--- src/rtl/iyt_pkg.sv ---
// ----------------------------------------------------------------------------
// iyt_pkg
// Shared types, codes and byte classes of the indent YAML tokenizer.
// ----------------------------------------------------------------------------
package iyt_pkg;

  localparam int STACK_DEPTH_DEF = 16;
  localparam int COLUMN_BITS_DEF = 12;
  localparam int OFFSET_BITS_DEF = 24;

  localparam int OUT_W       = 24;
  localparam int MAX_RESULTS = 20;
  localparam int RES_W       = 5;

  typedef enum logic [3:0] {
    M_LINE_START  = 4'd0,
    M_LEAD        = 4'd1,
    M_LINE        = 4'd2,
    M_DASH_PEND   = 4'd3,
    M_AFTER_DASH  = 4'd4,
    M_AFTER_COLON = 4'd5,
    M_BARE_LINE   = 4'd6,
    M_QUOTE_LINE  = 4'd7,
    M_COMMENT     = 4'd8,
    M_LIST        = 4'd9,
    M_BARE_LIST   = 4'd10,
    M_QUOTE_LIST  = 4'd11,
    M_AFTER_CLOSE = 4'd12,
    M_DONE        = 4'd13
  } mode_t;

  typedef enum logic [2:0] {
    P_IDLE   = 3'd0,
    P_EVAL   = 3'd1,
    P_ALIGN  = 3'd2,
    P_POPALL = 3'd3,
    P_FLUSH  = 3'd4,
    P_FLUSH2 = 3'd5,
    P_FINISH = 3'd6
  } phase_t;

  localparam logic [3:0] K_STRING = 4'd0;
  localparam logic [3:0] K_INDENT = 4'd1;
  localparam logic [3:0] K_DEDENT = 4'd2;
  localparam logic [3:0] K_END    = 4'd3;
  localparam logic [3:0] K_DASH   = 4'd4;
  localparam logic [3:0] K_COLON  = 4'd5;
  localparam logic [3:0] K_OPEN   = 4'd6;
  localparam logic [3:0] K_CLOSE  = 4'd7;
  localparam logic [3:0] K_COMMA  = 4'd8;
  localparam logic [3:0] K_ERROR  = 4'd9;

  localparam logic [2:0] E_NONE       = 3'd0;
  localparam logic [2:0] E_INDENT     = 3'd1;
  localparam logic [2:0] E_UNCLOSED   = 3'd2;
  localparam logic [2:0] E_NO_NEWLINE = 3'd3;
  localparam logic [2:0] E_STRING     = 3'd4;
  localparam logic [2:0] E_BAD_CHAR   = 3'd5;
  localparam logic [2:0] E_STACK_FULL = 3'd6;

  localparam logic [7:0] CH_TAB   = 8'h09;
  localparam logic [7:0] CH_NL    = 8'h0A;
  localparam logic [7:0] CH_SP    = 8'h20;
  localparam logic [7:0] CH_DQ    = 8'h22;
  localparam logic [7:0] CH_HASH  = 8'h23;
  localparam logic [7:0] CH_SQ    = 8'h27;
  localparam logic [7:0] CH_COMMA = 8'h2C;
  localparam logic [7:0] CH_DASH  = 8'h2D;
  localparam logic [7:0] CH_DOT   = 8'h2E;
  localparam logic [7:0] CH_COLON = 8'h3A;
  localparam logic [7:0] CH_LBRK  = 8'h5B;
  localparam logic [7:0] CH_RBRK  = 8'h5D;

  typedef struct packed {
    phase_t op;
    logic   run;
    logic   accept;
  } cmd_t;

  typedef struct packed {
    logic emit_ok;
    logic err_stop;
    logic eot;
    logic busy;
    logic again;
    logic go_align;
    logic go_popall;
    logic go_flush2;
    logic flush_cont;
    logic pass_last;
  } status_t;

  function automatic logic is_bare(input logic [7:0] c);
    return (c inside {[8'h61:8'h7A], [8'h41:8'h5A], [8'h30:8'h39]}) ||
           c == 8'h5F || c == CH_DASH || c == 8'h2F || c == CH_DOT;
  endfunction

  function automatic logic is_blank(input logic [7:0] c);
    return c == CH_SP || c == CH_TAB;
  endfunction

endpackage

--- src/rtl/iyt_ctrl.sv ---
// ----------------------------------------------------------------------------
// iyt_ctrl
// Phase sequencer: steps each byte through passes, stack walks, end of text
// handling and the final release of its last token.
// ----------------------------------------------------------------------------
module iyt_ctrl (
  input  logic             clk,
  input  logic             rst,
  input  logic             s_tvalid,
  output logic             s_tready,
  input  iyt_pkg::status_t st,
  output iyt_pkg::cmd_t    cmd
);

  iyt_pkg::phase_t phase, phase_next, post;

  always_ff @(posedge clk) begin
    if (rst) begin
      phase <= iyt_pkg::P_IDLE;
    end else begin
      phase <= phase_next;
    end
  end

  always_comb begin
    post       = st.eot ? iyt_pkg::P_FLUSH : iyt_pkg::P_FINISH;
    phase_next = phase;
    cmd.op     = phase;
    cmd.accept = (phase == iyt_pkg::P_IDLE) && s_tvalid;
    cmd.run    = (phase != iyt_pkg::P_IDLE) && st.emit_ok;
    s_tready   = (phase == iyt_pkg::P_IDLE);
    case (phase)
      iyt_pkg::P_IDLE: begin
        if (s_tvalid) begin
          phase_next = st.err_stop ? iyt_pkg::P_FINISH : iyt_pkg::P_EVAL;
        end
      end
      iyt_pkg::P_EVAL: begin
        if (st.emit_ok) begin
          if (st.go_align) phase_next = iyt_pkg::P_ALIGN;
          else if (st.go_popall) phase_next = iyt_pkg::P_POPALL;
          else if (st.again && !st.pass_last) phase_next = iyt_pkg::P_EVAL;
          else phase_next = post;
        end
      end
      iyt_pkg::P_ALIGN: begin
        if (st.emit_ok && !st.busy) begin
          if (st.flush_cont) phase_next = iyt_pkg::P_FINISH;
          else if (st.again && !st.pass_last) phase_next = iyt_pkg::P_EVAL;
          else phase_next = post;
        end
      end
      iyt_pkg::P_POPALL: begin
        if (st.emit_ok && !st.busy) phase_next = post;
      end
      iyt_pkg::P_FLUSH: begin
        if (st.emit_ok) begin
          if (st.go_align) phase_next = iyt_pkg::P_ALIGN;
          else if (st.go_flush2) phase_next = iyt_pkg::P_FLUSH2;
          else phase_next = iyt_pkg::P_FINISH;
        end
      end
      iyt_pkg::P_FLUSH2: begin
        if (st.emit_ok) phase_next = iyt_pkg::P_FINISH;
      end
      iyt_pkg::P_FINISH: begin
        if (st.emit_ok) phase_next = iyt_pkg::P_IDLE;
      end
      default: begin
        phase_next = iyt_pkg::P_IDLE;
      end
    endcase
  end

endmodule

--- src/rtl/iyt_datapath.sv ---
// ----------------------------------------------------------------------------
// iyt_datapath
// Scanner state, indent column stack, token holding stage and output register.
// ----------------------------------------------------------------------------
module iyt_datapath #(
  parameter int STACK_DEPTH = iyt_pkg::STACK_DEPTH_DEF,
  parameter int COLUMN_BITS = iyt_pkg::COLUMN_BITS_DEF,
  parameter int OFFSET_BITS = iyt_pkg::OFFSET_BITS_DEF
) (
  input  logic             clk,
  input  logic             rst,
  input  iyt_pkg::cmd_t    cmd,
  output iyt_pkg::status_t st,
  input  logic [7:0]       s_tdata,
  input  logic             s_tlast,
  output logic             m_tvalid,
  input  logic             m_tready,
  output logic [55:0]      m_tdata,
  output logic [3:0]       m_tuser,
  output logic             m_tlast
);

  localparam int CNT_W = $clog2(STACK_DEPTH + 1);
  localparam int IDX_W = $clog2(STACK_DEPTH);

  logic [COLUMN_BITS-1:0] stack [STACK_DEPTH];
  logic [CNT_W-1:0]       cnt, cnt_next, cnt_m1;
  logic [COLUMN_BITS-1:0] top, column, column_next;
  logic [OFFSET_BITS-1:0] offset, offset_next, tok_begin, tok_next;
  logic [OFFSET_BITS-1:0] list_begin, list_next;
  iyt_pkg::mode_t         mode, mode_next, cont_mode, cont_mode_next;
  logic [2:0]             marker, marker_next, pass, pass_next;
  logic                   err_stop, err_next, nl_taken, nl_next;
  logic [7:0]             cbyte;
  logic                   eot;
  logic [COLUMN_BITS-1:0] align_pos, align_pos_next;
  logic                   cont_flush, cont_flush_next, align_first, first_next;
  logic                   push_v, full;
  logic [1:0]             k;
  logic                   dots;
  logic [7:0]             want, qwant;

  logic                   e_v, e_take;
  logic [3:0]             e_kind;
  logic [OFFSET_BITS-1:0] e_off, e_len;
  logic [2:0]             e_code;

  logic [iyt_pkg::RES_W-1:0] res_cnt;
  logic                      held_v;
  logic [3:0]                h_kind, o_kind;
  logic [OFFSET_BITS-1:0]    h_off, h_len, o_off, o_len;
  logic [2:0]                h_code, o_code;
  logic                      o_last;
  logic                      finish_run;

  assign cnt_m1 = cnt - CNT_W'(1);
  assign top    = stack[cnt_m1[IDX_W-1:0]];
  assign full   = cnt >= CNT_W'(STACK_DEPTH);
  assign k      = marker[1:0];
  assign dots   = marker[2];
  assign want   = dots ? iyt_pkg::CH_DOT : iyt_pkg::CH_DASH;
  assign qwant  = (marker != 3'd0) ? iyt_pkg::CH_DQ : iyt_pkg::CH_SQ;

  assign e_take     = cmd.run && e_v && (res_cnt < iyt_pkg::RES_W'(iyt_pkg::MAX_RESULTS));
  assign finish_run = cmd.run && (cmd.op == iyt_pkg::P_FINISH);

  assign st.emit_ok   = !held_v || !m_tvalid || m_tready;
  assign st.err_stop  = err_stop;
  assign st.eot       = eot;
  assign st.flush_cont = cont_flush;
  assign st.pass_last = (pass == 3'd7);

  always_comb begin
    mode_next       = mode;
    marker_next     = marker;
    tok_next        = tok_begin;
    list_next       = list_begin;
    err_next        = err_stop;
    nl_next         = nl_taken;
    cnt_next        = cnt;
    push_v          = 1'b0;
    align_pos_next  = align_pos;
    cont_mode_next  = cont_mode;
    cont_flush_next = cont_flush;
    first_next      = align_first;
    pass_next       = pass;
    offset_next     = offset;
    column_next     = column;
    e_v             = 1'b0;
    e_kind          = iyt_pkg::K_STRING;
    e_off           = tok_begin;
    e_len           = '0;
    e_code          = iyt_pkg::E_NONE;
    st.busy         = 1'b0;
    st.again        = 1'b0;
    st.go_align     = 1'b0;
    st.go_popall    = 1'b0;
    st.go_flush2    = 1'b0;
    if (cmd.accept) begin
      pass_next = 3'd0;
      nl_next   = 1'b0;
    end
    if (cmd.run) begin
      case (cmd.op)
        iyt_pkg::P_EVAL: begin
          case (mode)
            iyt_pkg::M_LINE_START: begin
              if (k == 2'd0 && (cbyte == iyt_pkg::CH_DASH || cbyte == iyt_pkg::CH_DOT)) begin
                marker_next = (cbyte == iyt_pkg::CH_DOT) ? 3'd5 : 3'd1;
              end else if (k != 2'd0 && cbyte == want) begin
                if (k >= 2'd2) st.go_popall = 1'b1;
                else marker_next = marker + 3'd1;
              end else if (k == 2'd0) begin
                mode_next = iyt_pkg::M_LEAD;
                st.again  = 1'b1;
              end else begin
                marker_next     = 3'd0;
                st.go_align     = 1'b1;
                align_pos_next  = '0;
                cont_flush_next = 1'b0;
                first_next      = 1'b1;
                cont_mode_next  = (!dots && k == 2'd1) ? iyt_pkg::M_DASH_PEND
                                                       : iyt_pkg::M_BARE_LINE;
              end
            end
            iyt_pkg::M_LEAD: begin
              if (iyt_pkg::is_blank(cbyte)) begin
                mode_next = mode;
              end else if (cbyte == iyt_pkg::CH_NL) begin
                mode_next = iyt_pkg::M_LINE_START;
                marker_next = 3'd0;
                tok_next = offset + OFFSET_BITS'(1);
                nl_next = 1'b1;
              end else if (cbyte == iyt_pkg::CH_HASH) begin
                mode_next = iyt_pkg::M_COMMENT;
              end else begin
                st.go_align     = 1'b1;
                align_pos_next  = column;
                cont_flush_next = 1'b0;
                first_next      = 1'b1;
                cont_mode_next  = iyt_pkg::M_LINE;
              end
            end
            iyt_pkg::M_LINE: begin
              if (cbyte == iyt_pkg::CH_NL) begin
                mode_next = iyt_pkg::M_LINE_START;
                marker_next = 3'd0;
                tok_next = offset + OFFSET_BITS'(1);
                nl_next = 1'b1;
              end else if (cbyte == iyt_pkg::CH_DASH) begin
                tok_next  = offset;
                mode_next = iyt_pkg::M_DASH_PEND;
              end else if (cbyte == iyt_pkg::CH_LBRK) begin
                e_v = 1'b1; e_kind = iyt_pkg::K_OPEN; e_off = offset; e_len = OFFSET_BITS'(1);
                list_next = offset;
                mode_next = iyt_pkg::M_LIST;
              end else if (cbyte == iyt_pkg::CH_SQ || cbyte == iyt_pkg::CH_DQ) begin
                tok_next    = offset;
                marker_next = {2'b00, cbyte == iyt_pkg::CH_DQ};
                mode_next   = iyt_pkg::M_QUOTE_LINE;
              end else if (cbyte == iyt_pkg::CH_HASH) begin
                mode_next = iyt_pkg::M_COMMENT;
              end else if (cbyte == iyt_pkg::CH_COLON) begin
                e_v = 1'b1; e_kind = iyt_pkg::K_COLON; e_off = offset; e_len = OFFSET_BITS'(1);
                mode_next = iyt_pkg::M_AFTER_COLON;
              end else if (iyt_pkg::is_bare(cbyte)) begin
                tok_next  = offset;
                mode_next = iyt_pkg::M_BARE_LINE;
              end else begin
                e_v = 1'b1; e_kind = iyt_pkg::K_ERROR; e_off = offset;
                e_code = iyt_pkg::E_BAD_CHAR; err_next = 1'b1;
              end
            end
            iyt_pkg::M_DASH_PEND: begin
              if (cbyte == iyt_pkg::CH_SP) begin
                e_v = 1'b1; e_kind = iyt_pkg::K_DASH; e_off = tok_begin; e_len = OFFSET_BITS'(1);
                mode_next = iyt_pkg::M_AFTER_DASH;
              end else begin
                mode_next = iyt_pkg::M_BARE_LINE;
                st.again  = 1'b1;
              end
            end
            iyt_pkg::M_AFTER_DASH: begin
              if (iyt_pkg::is_blank(cbyte)) begin
                mode_next = mode;
              end else if (cbyte == iyt_pkg::CH_NL) begin
                mode_next = iyt_pkg::M_LINE_START;
                marker_next = 3'd0;
                tok_next = offset + OFFSET_BITS'(1);
                nl_next = 1'b1;
              end else if (full) begin
                e_v = 1'b1; e_kind = iyt_pkg::K_ERROR; e_off = offset;
                e_code = iyt_pkg::E_STACK_FULL; err_next = 1'b1;
              end else begin
                push_v = 1'b1;
                cnt_next = cnt + CNT_W'(1);
                e_v = 1'b1; e_kind = iyt_pkg::K_INDENT; e_off = offset;
                mode_next = iyt_pkg::M_LINE;
                st.again  = 1'b1;
              end
            end
            iyt_pkg::M_AFTER_COLON: begin
              if (iyt_pkg::is_blank(cbyte)) begin
                mode_next = mode;
              end else if (cbyte == iyt_pkg::CH_NL) begin
                mode_next = iyt_pkg::M_LINE_START;
                marker_next = 3'd0;
                tok_next = offset + OFFSET_BITS'(1);
                nl_next = 1'b1;
              end else begin
                mode_next = iyt_pkg::M_LINE;
                st.again  = 1'b1;
              end
            end
            iyt_pkg::M_BARE_LINE, iyt_pkg::M_BARE_LIST: begin
              if (!iyt_pkg::is_bare(cbyte)) begin
                e_v = 1'b1; e_off = tok_begin; e_len = offset - tok_begin;
                mode_next = (mode == iyt_pkg::M_BARE_LINE) ? iyt_pkg::M_LINE : iyt_pkg::M_LIST;
                st.again  = 1'b1;
              end
            end
            iyt_pkg::M_QUOTE_LINE, iyt_pkg::M_QUOTE_LIST: begin
              if (cbyte == qwant) begin
                e_v = 1'b1; e_off = tok_begin + OFFSET_BITS'(1);
                e_len = offset - tok_begin - OFFSET_BITS'(1);
                mode_next = (mode == iyt_pkg::M_QUOTE_LINE) ? iyt_pkg::M_LINE : iyt_pkg::M_LIST;
                marker_next = 3'd0;
              end
            end
            iyt_pkg::M_COMMENT: begin
              if (cbyte == iyt_pkg::CH_NL) begin
                mode_next = iyt_pkg::M_LINE_START;
                marker_next = 3'd0;
                tok_next = offset + OFFSET_BITS'(1);
                nl_next = 1'b1;
              end
            end
            iyt_pkg::M_LIST: begin
              if (iyt_pkg::is_blank(cbyte) || cbyte == iyt_pkg::CH_NL) begin
                mode_next = mode;
              end else if (cbyte == iyt_pkg::CH_RBRK) begin
                e_v = 1'b1; e_kind = iyt_pkg::K_CLOSE; e_off = offset; e_len = OFFSET_BITS'(1);
                tok_next  = offset;
                mode_next = iyt_pkg::M_AFTER_CLOSE;
              end else if (cbyte == iyt_pkg::CH_SQ || cbyte == iyt_pkg::CH_DQ) begin
                tok_next    = offset;
                marker_next = {2'b00, cbyte == iyt_pkg::CH_DQ};
                mode_next   = iyt_pkg::M_QUOTE_LIST;
              end else if (cbyte == iyt_pkg::CH_COMMA) begin
                e_v = 1'b1; e_kind = iyt_pkg::K_COMMA; e_off = offset; e_len = OFFSET_BITS'(1);
              end else if (iyt_pkg::is_bare(cbyte)) begin
                tok_next  = offset;
                mode_next = iyt_pkg::M_BARE_LIST;
              end else begin
                e_v = 1'b1; e_kind = iyt_pkg::K_ERROR; e_off = offset;
                e_code = iyt_pkg::E_BAD_CHAR; err_next = 1'b1;
              end
            end
            iyt_pkg::M_AFTER_CLOSE: begin
              if (iyt_pkg::is_blank(cbyte)) begin
                mode_next = mode;
              end else if (cbyte == iyt_pkg::CH_NL) begin
                mode_next = iyt_pkg::M_LINE_START;
                marker_next = 3'd0;
                tok_next = offset + OFFSET_BITS'(1);
                nl_next = 1'b1;
              end else begin
                e_v = 1'b1; e_kind = iyt_pkg::K_ERROR; e_off = tok_begin;
                e_code = iyt_pkg::E_NO_NEWLINE; err_next = 1'b1;
              end
            end
            default: begin
              mode_next = mode;
            end
          endcase
          if (err_next) st.again = 1'b0;
          if (!st.go_align && !st.go_popall) pass_next = pass + 3'd1;
        end
        iyt_pkg::P_ALIGN: begin
          first_next = 1'b0;
          if (align_first && top < align_pos) begin
            if (full) begin
              e_v = 1'b1; e_kind = iyt_pkg::K_ERROR; e_off = tok_begin;
              e_code = iyt_pkg::E_STACK_FULL; err_next = 1'b1;
            end else begin
              push_v = 1'b1;
              cnt_next = cnt + CNT_W'(1);
              e_v = 1'b1; e_kind = iyt_pkg::K_INDENT; e_off = tok_begin;
              mode_next = cont_mode;
              st.again  = !cont_flush;
            end
          end else if (cnt > CNT_W'(1) && top > align_pos) begin
            cnt_next = cnt_m1;
            e_v = 1'b1; e_kind = iyt_pkg::K_DEDENT; e_off = tok_begin;
            st.busy = 1'b1;
          end else if (top != align_pos) begin
            e_v = 1'b1; e_kind = iyt_pkg::K_ERROR; e_off = tok_begin;
            e_code = iyt_pkg::E_INDENT; err_next = 1'b1;
          end else if (cont_flush) begin
            e_v = 1'b1; e_off = tok_begin; e_len = OFFSET_BITS'(k);
          end else begin
            mode_next = cont_mode;
            st.again  = 1'b1;
          end
          if (!st.busy) pass_next = pass + 3'd1;
        end
        iyt_pkg::P_POPALL: begin
          if (cnt > CNT_W'(1)) begin
            cnt_next = cnt_m1;
            e_v = 1'b1; e_kind = iyt_pkg::K_DEDENT; e_off = tok_begin;
            st.busy = 1'b1;
          end else begin
            e_v = 1'b1; e_kind = iyt_pkg::K_END; e_off = tok_begin; e_len = OFFSET_BITS'(3);
            mode_next   = dots ? iyt_pkg::M_DONE : iyt_pkg::M_COMMENT;
            marker_next = 3'd0;
          end
        end
        iyt_pkg::P_FLUSH: begin
          if (!err_stop) begin
            case (mode)
              iyt_pkg::M_LINE_START: begin
                if (k != 2'd0) begin
                  st.go_align     = 1'b1;
                  align_pos_next  = '0;
                  cont_flush_next = 1'b1;
                  first_next      = 1'b1;
                end
              end
              iyt_pkg::M_DASH_PEND, iyt_pkg::M_BARE_LINE: begin
                e_v = 1'b1; e_off = tok_begin;
                e_len = offset + OFFSET_BITS'(1) - tok_begin;
              end
              iyt_pkg::M_BARE_LIST: begin
                e_v = 1'b1; e_off = tok_begin;
                e_len = offset + OFFSET_BITS'(1) - tok_begin;
                st.go_flush2 = 1'b1;
              end
              iyt_pkg::M_QUOTE_LINE, iyt_pkg::M_QUOTE_LIST: begin
                e_v = 1'b1; e_kind = iyt_pkg::K_ERROR; e_off = tok_begin;
                e_code = iyt_pkg::E_STRING; err_next = 1'b1;
              end
              iyt_pkg::M_LIST: begin
                e_v = 1'b1; e_kind = iyt_pkg::K_ERROR; e_off = list_begin;
                e_code = iyt_pkg::E_UNCLOSED; err_next = 1'b1;
              end
              iyt_pkg::M_AFTER_CLOSE: begin
                e_v = 1'b1; e_kind = iyt_pkg::K_ERROR; e_off = tok_begin;
                e_code = iyt_pkg::E_NO_NEWLINE; err_next = 1'b1;
              end
              default: begin
                e_v = 1'b0;
              end
            endcase
          end
        end
        iyt_pkg::P_FLUSH2: begin
          e_v = 1'b1; e_kind = iyt_pkg::K_ERROR; e_off = list_begin;
          e_code = iyt_pkg::E_UNCLOSED; err_next = 1'b1;
        end
        iyt_pkg::P_FINISH: begin
          if (eot) begin
            mode_next   = iyt_pkg::M_LINE_START;
            cnt_next    = CNT_W'(1);
            column_next = '0;
            offset_next = '0;
            tok_next    = '0;
            list_next   = '0;
            marker_next = 3'd0;
            err_next    = 1'b0;
          end else begin
            offset_next = offset + OFFSET_BITS'(1);
            if (nl_taken) column_next = '0;
            else if (column != {COLUMN_BITS{1'b1}}) column_next = column + COLUMN_BITS'(1);
          end
        end
        default: begin
          e_v = 1'b0;
        end
      endcase
    end
  end

  always_ff @(posedge clk) begin
    if (rst) begin
      mode        <= iyt_pkg::M_LINE_START;
      cnt         <= CNT_W'(1);
      column      <= '0;
      offset      <= '0;
      tok_begin   <= '0;
      list_begin  <= '0;
      marker      <= 3'd0;
      err_stop    <= 1'b0;
      nl_taken    <= 1'b0;
      pass        <= 3'd0;
      align_first <= 1'b0;
      cont_flush  <= 1'b0;
      cont_mode   <= iyt_pkg::M_LINE;
      res_cnt     <= '0;
      held_v      <= 1'b0;
      m_tvalid    <= 1'b0;
      stack[0]    <= '0;
    end else begin
      mode        <= mode_next;
      cnt         <= cnt_next;
      column      <= column_next;
      offset      <= offset_next;
      tok_begin   <= tok_next;
      list_begin  <= list_next;
      marker      <= marker_next;
      err_stop    <= err_next;
      nl_taken    <= nl_next;
      pass        <= pass_next;
      align_first <= first_next;
      cont_flush  <= cont_flush_next;
      cont_mode   <= cont_mode_next;
      if (cmd.accept) res_cnt <= '0;
      if (m_tvalid && m_tready) m_tvalid <= 1'b0;
      if (e_take) begin
        res_cnt <= res_cnt + iyt_pkg::RES_W'(1);
        held_v  <= 1'b1;
        if (held_v) m_tvalid <= 1'b1;
      end
      if (finish_run && held_v) begin
        held_v   <= 1'b0;
        m_tvalid <= 1'b1;
      end
    end
  end

  always_ff @(posedge clk) begin
    align_pos <= align_pos_next;
    if (cmd.accept) begin
      cbyte <= s_tdata;
      eot   <= s_tlast;
    end
    if (push_v) stack[cnt[IDX_W-1:0]] <= cnt_next == CNT_W'(1) ? '0 :
                                         (cmd.op == iyt_pkg::P_ALIGN ? align_pos : column);
    if (e_take) begin
      h_kind <= e_kind;
      h_off  <= e_off;
      h_len  <= e_len;
      h_code <= e_code;
      if (held_v) begin
        o_kind <= h_kind;
        o_off  <= h_off;
        o_len  <= h_len;
        o_code <= h_code;
        o_last <= 1'b0;
      end
    end
    if (finish_run && held_v) begin
      o_kind <= h_kind;
      o_off  <= h_off;
      o_len  <= h_len;
      o_code <= h_code;
      o_last <= 1'b1;
    end
  end

  assign m_tuser = o_kind;
  assign m_tlast = o_last;
  assign m_tdata = {5'b0, o_code, iyt_pkg::OUT_W'(o_len), iyt_pkg::OUT_W'(o_off)};

endmodule

--- src/rtl/indent_yaml_tokenizer.sv ---
// A byte runs through scan passes, stack pops or pushes for indents and
// dedents, and end of text handling. Throughput: one byte at a time; the
// dedent run walks the column stack one entry per cycle unless the output
// stalls, and each token leaves through a single output register.
// Reset (rst, synchronous) returns the scanner to line start with an empty
// stack; it also returns there by itself after the last byte of a text.
// ----------------------------------------------------------------------------
// indent_yaml_tokenizer
// Byte stream tokenizer for a YAML subset with indent and dedent tokens.
// ----------------------------------------------------------------------------
module indent_yaml_tokenizer #(
  parameter int STACK_DEPTH = iyt_pkg::STACK_DEPTH_DEF,
  parameter int COLUMN_BITS = iyt_pkg::COLUMN_BITS_DEF,
  parameter int OFFSET_BITS = iyt_pkg::OFFSET_BITS_DEF
) (
  input  logic        clk,
  input  logic        rst,
  input  logic        s_tvalid,
  output logic        s_tready,
  input  logic [7:0]  s_tdata,   // text_byte
  input  logic        s_tlast,   // end_of_text
  output logic        m_tvalid,
  input  logic        m_tready,
  output logic [55:0] m_tdata,   // token_offset, token_length, error_code
  output logic [3:0]  m_tuser,   // token_kind
  output logic        m_tlast    // run_last
);

  iyt_pkg::cmd_t    cmd;
  iyt_pkg::status_t st;

  iyt_ctrl u_ctrl (
    .clk      (clk),
    .rst      (rst),
    .s_tvalid (s_tvalid),
    .s_tready (s_tready),
    .st       (st),
    .cmd      (cmd)
  );

  iyt_datapath #(
    .STACK_DEPTH (STACK_DEPTH),
    .COLUMN_BITS (COLUMN_BITS),
    .OFFSET_BITS (OFFSET_BITS)
  ) u_datapath (
    .clk      (clk),
    .rst      (rst),
    .cmd      (cmd),
    .st       (st),
    .s_tdata  (s_tdata),
    .s_tlast  (s_tlast),
    .m_tvalid (m_tvalid),
    .m_tready (m_tready),
    .m_tdata  (m_tdata),
    .m_tuser  (m_tuser),
    .m_tlast  (m_tlast)
  );

endmodule
--- config.mk ---
export PLATFORM = sky130hd
export DESIGN_NAME = indent_yaml_tokenizer
export DESIGN_NICKNAME = d
export VERILOG_FILES = /design/src/rtl/iyt_pkg.sv /design/src/rtl/iyt_ctrl.sv /design/src/rtl/iyt_datapath.sv /design/src/rtl/indent_yaml_tokenizer.sv
export SDC_FILE = /design/constraint.sdc
export NUM_CORES = 1
export LEC_CHECK = 0
export ABC_AREA = 0
export BUFFER_PORTS_ARGS = -buffer_cell sky130_fd_sc_hd__buf_2
export CAP_MARGIN = 20
export CELL_PAD_IN_SITES_DETAIL_PLACEMENT = 1
export CELL_PAD_IN_SITES_GLOBAL_PLACEMENT = 1
export CORE_ASPECT_RATIO = 0.8
export CORE_MARGIN = 10
export CORE_UTILIZATION = 54
export CTS_CLUSTER_SIZE = 24
export DETAILED_ROUTE_END_ITERATION = 6
export HOLD_SLACK_MARGIN = 0.08
export PLACE_DENSITY_LB_ADDON = 0.1
export SLEW_MARGIN = 20
export SYNTH_ARGS = -nofsm -noshare
export SYNTH_HDL_FRONTEND = slang
export SYNTH_SLANG_ARGS = --single-unit
--- constraint.sdc ---
create_clock -name clk -period 21.3 [get_ports clk]
set_input_delay 1.065 -clock clk [delete_from_list [all_inputs] [get_ports clk]]
set_output_delay 1.065 -clock clk [all_outputs]
set_load 0.02 [all_outputs]
==> impl_metrics.ini, run 1 <==
[outcome]
status = finished, violations left
violations = DRC

[clock_network]
cts_tree = yes
clk_latency_ns = 0.64
htreeDepth = 2
cts_setup_buffers = 0
cts_inserted_buffers = 47
path_clk_slew_ns = 0.06
clockBufferDepth = 3
clock-sinks = 439
root_buffer = clkbuf_16
ctsResizeCount = 0
cts-hold-fix-buffers = 0

[synth]
synth_ff_type = edfxtp_1
synthTopCellsByCount = edfxtp_1, nor2_1, nand2_1
synth.distinct_cells = 104
synth_warnings = 0
synth_mux_area_share_pct = 7.002
synth.area.top_cells = edfxtp_1, dfxtp_1, mux4_2
ys_ff_latch = 439
netlist_area_um2 = 26050
synth-simple-area-share_pct = 16.21
synth_compound_area_share_pct = 19.44
synthArstFlopShare_pct = 0
synth_cells = 2606
yosysTopAreaCell = edfxtp_1
synthXorXnorAreaFrac_pct = 3.458
synth.most_common_cell = edfxtp_1
yosysSeqAreaShare_pct = 46.14
avgSynthCellArea_um2 = 9.997
synth_top_family_by_area = compound AO/OA/AOI/OAI gates
synth_edf_count = 323
synthAdderAreaFrac_pct = 3.756
synth_top_area_share_pct = 37.23

[place]
postPlaceCellArea_um2 = 26840
gp_congestion = 0.9937
io_buffers = 70
post-dp-hpwl_mm = 69.77

[setup_path]
end_kind = flip-flop
critPathRequiredTime_ns = 21.57
path_buf_inv = 2
ff2ff_setup_slack_ns = 13.95
slowest_stage = a21oi_1
timing.rr.end = u_datapath.stack[5][0]$_DFFE_PP_
crit_family = compound AO/OA/AOI/OAI gates
worst_ep_arrival_time_ns = 7.62
cp_max_fo = 36
startpoint_type = flip-flop
crit_type = flip-flop to flip-flop
r2r_start = u_datapath.cnt[0]$_SDFF_PP1_
rr_worst_depth = 15
path_cells = inv_1 -> ha_2 -> buf_4 -> mux4_2 -> mux4_2 -> ha_1 -> a21o_1 -> a21o_1 -> a211oi_2 -> and4_1 -> o21ai_4 -> o32ai_1 -> o22ai_1 -> and4b_2 -> a21oi_1
critical-path-max-stage-delay_ns = 0.89

[global_routing]
use_met2_pct = 48.51
grtUsageMet1_pct = 48.07
grt_max_degree = 64
grtUsageMet3_pct = 10.70
track_usage_pct = 34.06
grt_pass1_wl_mm = 150.2
busiest_layer = met2
grt_pass1_vias = 23430
grt-ovfl-total = 0
antenna_found_initial = 9

[detailed_routing]
routed_via_density = 7.298
drt_first_pass_iters = 7
num_vias = 23730
routed_wl_mm = 100.7
ant_nets = 0
drtIter0Drc = 3934
drc_errors = 1
routedWlPerCell_um = 30.97

[sta]
fin_setup_tns_ns = 0
finalHoldViolations = 0
drv_slew = 0
period_share_pct = 34.49
clock_skew_ns = 0.04393
slew-limit-headroom_pct = 15.54
setup_viol = 0
worst_slew_pin_slew_ns = 1.267
rsz0062_at_grt = no
timing.hold.ws_ns = 0.4156
period_needed_ns = 7.347
max_freq_mhz = 136.1

[floorplanning]
die_h_um = 216.5
rows = 71
initial_core_util_pct = 55.02
die_w_um = 265.6
core_area_um2 = 47350
io_pins = 76
floorplan.die_area_um2 = 57490

[run]
max-cap-violations = 0

[finish]
fillerInstances = 5111
area.growth.synth_to_final_pct = 9.495
drive_gt1_share_pct = 12.60
finalNetCount = 2678
stdcell_area_um2 = 28530

[min_path]
hp-class = flip-flop to flip-flop
hold_start = u_datapath.h_len[7]$_SDFFCE_PN0P_
hold_path_depth = 0
holdPathEnd = u_datapath.o_len[7]$_DFFE_PP_

[pwr]
p_comb_share_pct = 46.4
leakage_nw = 10.05
power_density_nw_per_um2 = 126.9
p_int_w = 0.002045
power_w = 0.003621
sequentialPowerShare_pct = 29.5
clockPowerShare_pct = 24.1
swShare_pct = 43.52
ir_drop_uv = 88.01
p_sw_w = 0.001576
==> worst reg2reg max path, delay by kind of cell, from the launching register on <==
kind | cells | cell delay, ns
DFF | 1 | 0.58
adders and majority gates | 2 | 1.01
and+or+nand+nor | 2 | 0.95
AOI/OAI and AO/OA | 7 | 2.77
buffers and inverters | 2 | 0.74
muxes | 2 | 0.96
==> routing by layer <==
layer / part of all wire (%) / vias up
li1: - / 9856
met1: 41 / 11810
met2: 42 / 1743
met3: 13 / 322
met4: 4.0 / 4
met5: 0.029 / -
==> area by class of cell <==
class                   count  area [µm²]  share of cell area, %
inverters                  71       266.5                 0.9343
multi-input cells        1913       13110                  45.97
flip-flops and latches    439       12030                  42.16
repair buffers            116       715.7                  2.509
well taps                 620       775.7                  2.719
clock inverters            27       349.1                  1.224
clock buffers              61        1269                  4.448
diodes                      5       12.51                0.04386
==> sequential cells by signal (all words and copies together), names as in the netlist, 4 cells and up <==
register,cells
u_datapath.o_len,24
u_datapath.mode,4
u_datapath.column,12
u_datapath.h_len,24
u_datapath.tok_begin,24
u_datapath.h_kind,4
u_datapath.align_pos,12
u_datapath.m_tuser,4
u_datapath.cnt,5
u_datapath.stack,192
u_datapath.cbyte,8
u_datapath.h_off,24
u_datapath.o_off,24
u_datapath.list_begin,24
u_datapath.res_cnt,5
u_datapath.offset,24
==> logic make-up (layout without fill, tap and decap cells) <==
group | after synthesis | in the layout
compound gates | 770 | 770
xor+xnor | 102 | 102
fa+ha+maj | 77 | 77
buf+inv | 258 | 275
flops | 439 | 439
mux | 107 | 107
other cells | 1 | 10
simple gates | 852 | 852
==> worst max-delay path by stage <==
stage	startpoint	to	slack, ns	cells past startpoint
CTS	u_datapath.cnt[0]$_SDFF_PP1_	u_datapath.stack[14][8]$_DFFE_PP_	13.17	15
global route	u_datapath.cnt[0]$_SDFF_PP1_	u_datapath.stack[6][0]$_DFFE_PP_	13.72	15
floorplan	u_datapath.cnt[0]$_SDFF_PP1_	u_datapath.m_tuser[0]$_DFFE_PP_	12.05	18
global placement	u_datapath.cnt[0]$_SDFF_PP1_	u_datapath.stack[13][1]$_DFFE_PP_	13.92	15
finish	u_datapath.cnt[0]$_SDFF_PP1_	u_datapath.stack[5][0]$_DFFE_PP_	13.95	15
detailed placement	u_datapath.cnt[0]$_SDFF_PP1_	u_datapath.stack[10][3]$_DFFE_PP_	13.40	15
==> power by group through the flow <==
stage	Sequential (W)	Clock, W	Combinational, W
6_report	0.00107	0.000873	0.00168
5_1_grt	0.00107	0.000910	0.00177
4_1_cts	0.00107	0.000877	0.00160
3_5_place_dp	0.00109	0	0.00157
3_3_place_gp	0.00108	0	0.00149
2_1_floorplan	0.00103	0	0.00115
==> through the flow <==
step	util (%)	setup WS, ns	cells
floorplan	-	12.05	2610
global placement	56.68	13.92	3158
detailed placement	56.68	13.40	3158
CTS	60.10	13.17	3246
global route	60.23	13.72	3248
finish	60.25	13.95	3252
==> layout by cell type, fill, tap and decap left out, types with 47 or more instances in the layout <==
cell       instances
edfxtp_1         323
nor2_1           242
nand2_1          210
a21oi_1          192
o21ai_0          172
dfxtp_1          115
nand3_1           95
ha_1              74
xnor2_1           73
inv_1             71
buf_2             70
nor3_1            60
mux4_2            60
and3_1            49
a22oi_1           48
clkbuf_16         47
Power figures use the tool's default switching activity.
==> run 2: changes to the inputs <==
--- a/config.mk
+++ b/config.mk
@@ -12,7 +12,7 @@
 export CELL_PAD_IN_SITES_GLOBAL_PLACEMENT = 1
 export CORE_ASPECT_RATIO = 0.8
 export CORE_MARGIN = 10
-export CORE_UTILIZATION = 54
+export CORE_UTILIZATION = 46
 export CTS_CLUSTER_SIZE = 24
 export DETAILED_ROUTE_END_ITERATION = 6
 export HOLD_SLACK_MARGIN = 0.08
==> constraint.sdc (replaced) <==
create_clock -name clk -period 6.45 [get_ports clk]
set_input_delay 0.3225 -clock clk [delete_from_list [all_inputs] [get_ports clk]]
set_output_delay 0.3225 -clock clk [all_outputs]
set_load 0.02 [all_outputs]
==> impl_metrics.ini, run 2 (synthesized netlist as in run 1, its figures left out) <==
[clock_network]
path_clk_slew_ns = 0.07
clk_latency_ns = 0.64
clock-sinks = 439
root_buffer = clkbuf_16
cts_inserted_buffers = 48
clockBufferDepth = 3
htreeDepth = 2
cts_tree = yes
cts_setup_buffers = 0

[pwr]
ir_drop_uv = 334.1
power_density_nw_per_um2 = 418.6
leakage_nw = 10.25

[sta]
period_needed_ns = 6.083
finalHoldViolations = 0
slew-limit-headroom_pct = 16.97
period_share_pct = 94.31
drv_slew = 0
setup_viol = 0
rsz0062_at_grt = yes
timing.hold.ws_ns = 0.1898
clock_skew_ns = 0.05344
max_freq_mhz = 164.4
worst_slew_pin_slew_ns = 1.237

[floorplanning]
die_h_um = 232.9
io_pins = 76
floorplan.die_area_um2 = 66610
initial_core_util_pct = 46.78
core_area_um2 = 55690
die_w_um = 286.1
rows = 77

[detailed_routing]
num_vias = 22770
routedWlPerCell_um = 28.61
ant_nets = 0
drtIter0Drc = 2821
routed_via_density = 6.686
drc_errors = 0
routed_wl_mm = 97.41
drt_first_pass_iters = 6

[global_routing]
grt_max_degree = 64
track_usage_pct = 28.46
antenna_found_initial = 6
grt-ovfl-total = 0
grt_pass1_vias = 22560
grt_pass1_wl_mm = 145.8

[finish]
final_core_util_pct = 52.22
drive_gt1_share_pct = 13.37
antennaDiodeCount = 0
largest_reg_flops = 192
layout_common_cells = edfxtp_1, nor2_1, nand2_1, a21oi_1, o21ai_0
mostFrequentLayoutCell = edfxtp_1
finalNetCount = 2706
area.growth.synth_to_final_pct = 11.61
largest_register = u_datapath.stack
stdcell_area_um2 = 29080

[run]
max-cap-violations = 0

[place]
io_buffers = 70
post-dp-hpwl_mm = 69.74
gp_congestion = 0.9506
postPlaceCellArea_um2 = 27190

[setup_path]
cp_max_fo = 50
end_kind = flip-flop
critPathRequiredTime_ns = 6.74
startpoint_type = flip-flop
crit_type = flip-flop to flip-flop
worst_ep_arrival_time_ns = 6.37

[outcome]
status = completed

[min_path]
hp-class = primary input to flip-flop
run 2: worst max-delay path, cell delays in order, from the launching register on:
cell,delay (ns)
dfxtp_1,0.44
inv_1,0.12
ha_2,0.37
buf_12,0.29
mux4_2,0.36
mux4_2,0.53
ha_1,0.36
a41oi_1,0.23
a21oi_1,0.14
a211oi_4,0.51
and4_1,0.37
o21ai_4,0.12
nor2_1,0.41
a221oi_1,0.17
and4b_1,0.21
buf_4,0.25
a21oi_1,0.78
run 2: report_power, final:
part           total, W  switching, W  leakage [nW]  internal, W
Clock           0.00309       0.00129         0.831      0.00179
Sequential      0.00346      0.000181          4.09      0.00328
Combinational   0.00563       0.00369          5.33      0.00194
run 2: through the flow:
| stage | cells | worst slack, ns | TNS, ns | total power, W |
|---|---|---|---|---|
| floorplan | 2610 | 0.02950 | 0 | 0.007237 |
| detailed placement | 3306 | 0.1215 | 0 | 0.008915 |
| global route | 3405 | -0.008983 | -0.09975 | 0.01268 |
| global placement | 3306 | 0.5545 | 0 | 0.008706 |
| CTS | 3405 | 0.04633 | 0 | 0.01202 |
| finish | 3405 | 0.3671 | 0 | 0.01217 |
run 2: worst paths after layout:
check	start	cells past startpoint	endpoint	slack [ns]
worst min register to register	u_datapath.h_off[16]$_DFFE_PP_	0	u_datapath.o_off[16]$_DFFE_PP_	0.39
worst max register to register	u_datapath.cnt[1]$_SDFF_PP0_	16	u_datapath.stack[15][11]$_DFFE_PP_	0.37
worst max-delay path	u_datapath.cnt[1]$_SDFF_PP0_	16	u_datapath.stack[15][11]$_DFFE_PP_	0.37
worst min-delay path	s_tvalid	3	u_ctrl.phase[0]$_SDFFE_PP0P_	0.19
run 2: cell type report:
class | instances | area, µm²
inverters | 71 | 266.5
well taps | 750 | 938.4
fillers | 6154 | 26610
repair buffers | 143 | 960.9
clock inverters | 34 | 515.5
clock buffers | 55 | 1227
multi-input cells | 1913 | 13140
flip-flops and latches | 439 | 12030
run 2: timing repair:
item / CTS / global route
gates resized for setup: 0 / 4
hold buffers: 10 / 0
hold endpoints to repair: 10 / 0
endpoints found under the setup margin: 0 / 54
run 2: routing by layer:
layer	GRT usage, %	part of all wire, %	up-vias
met5	0	0.080	-
met4	7.771	2.4	8
met3	7.637	11	150
met2	40.57	42	1141
met1	41.76	45	11550
li1	-	-	9917
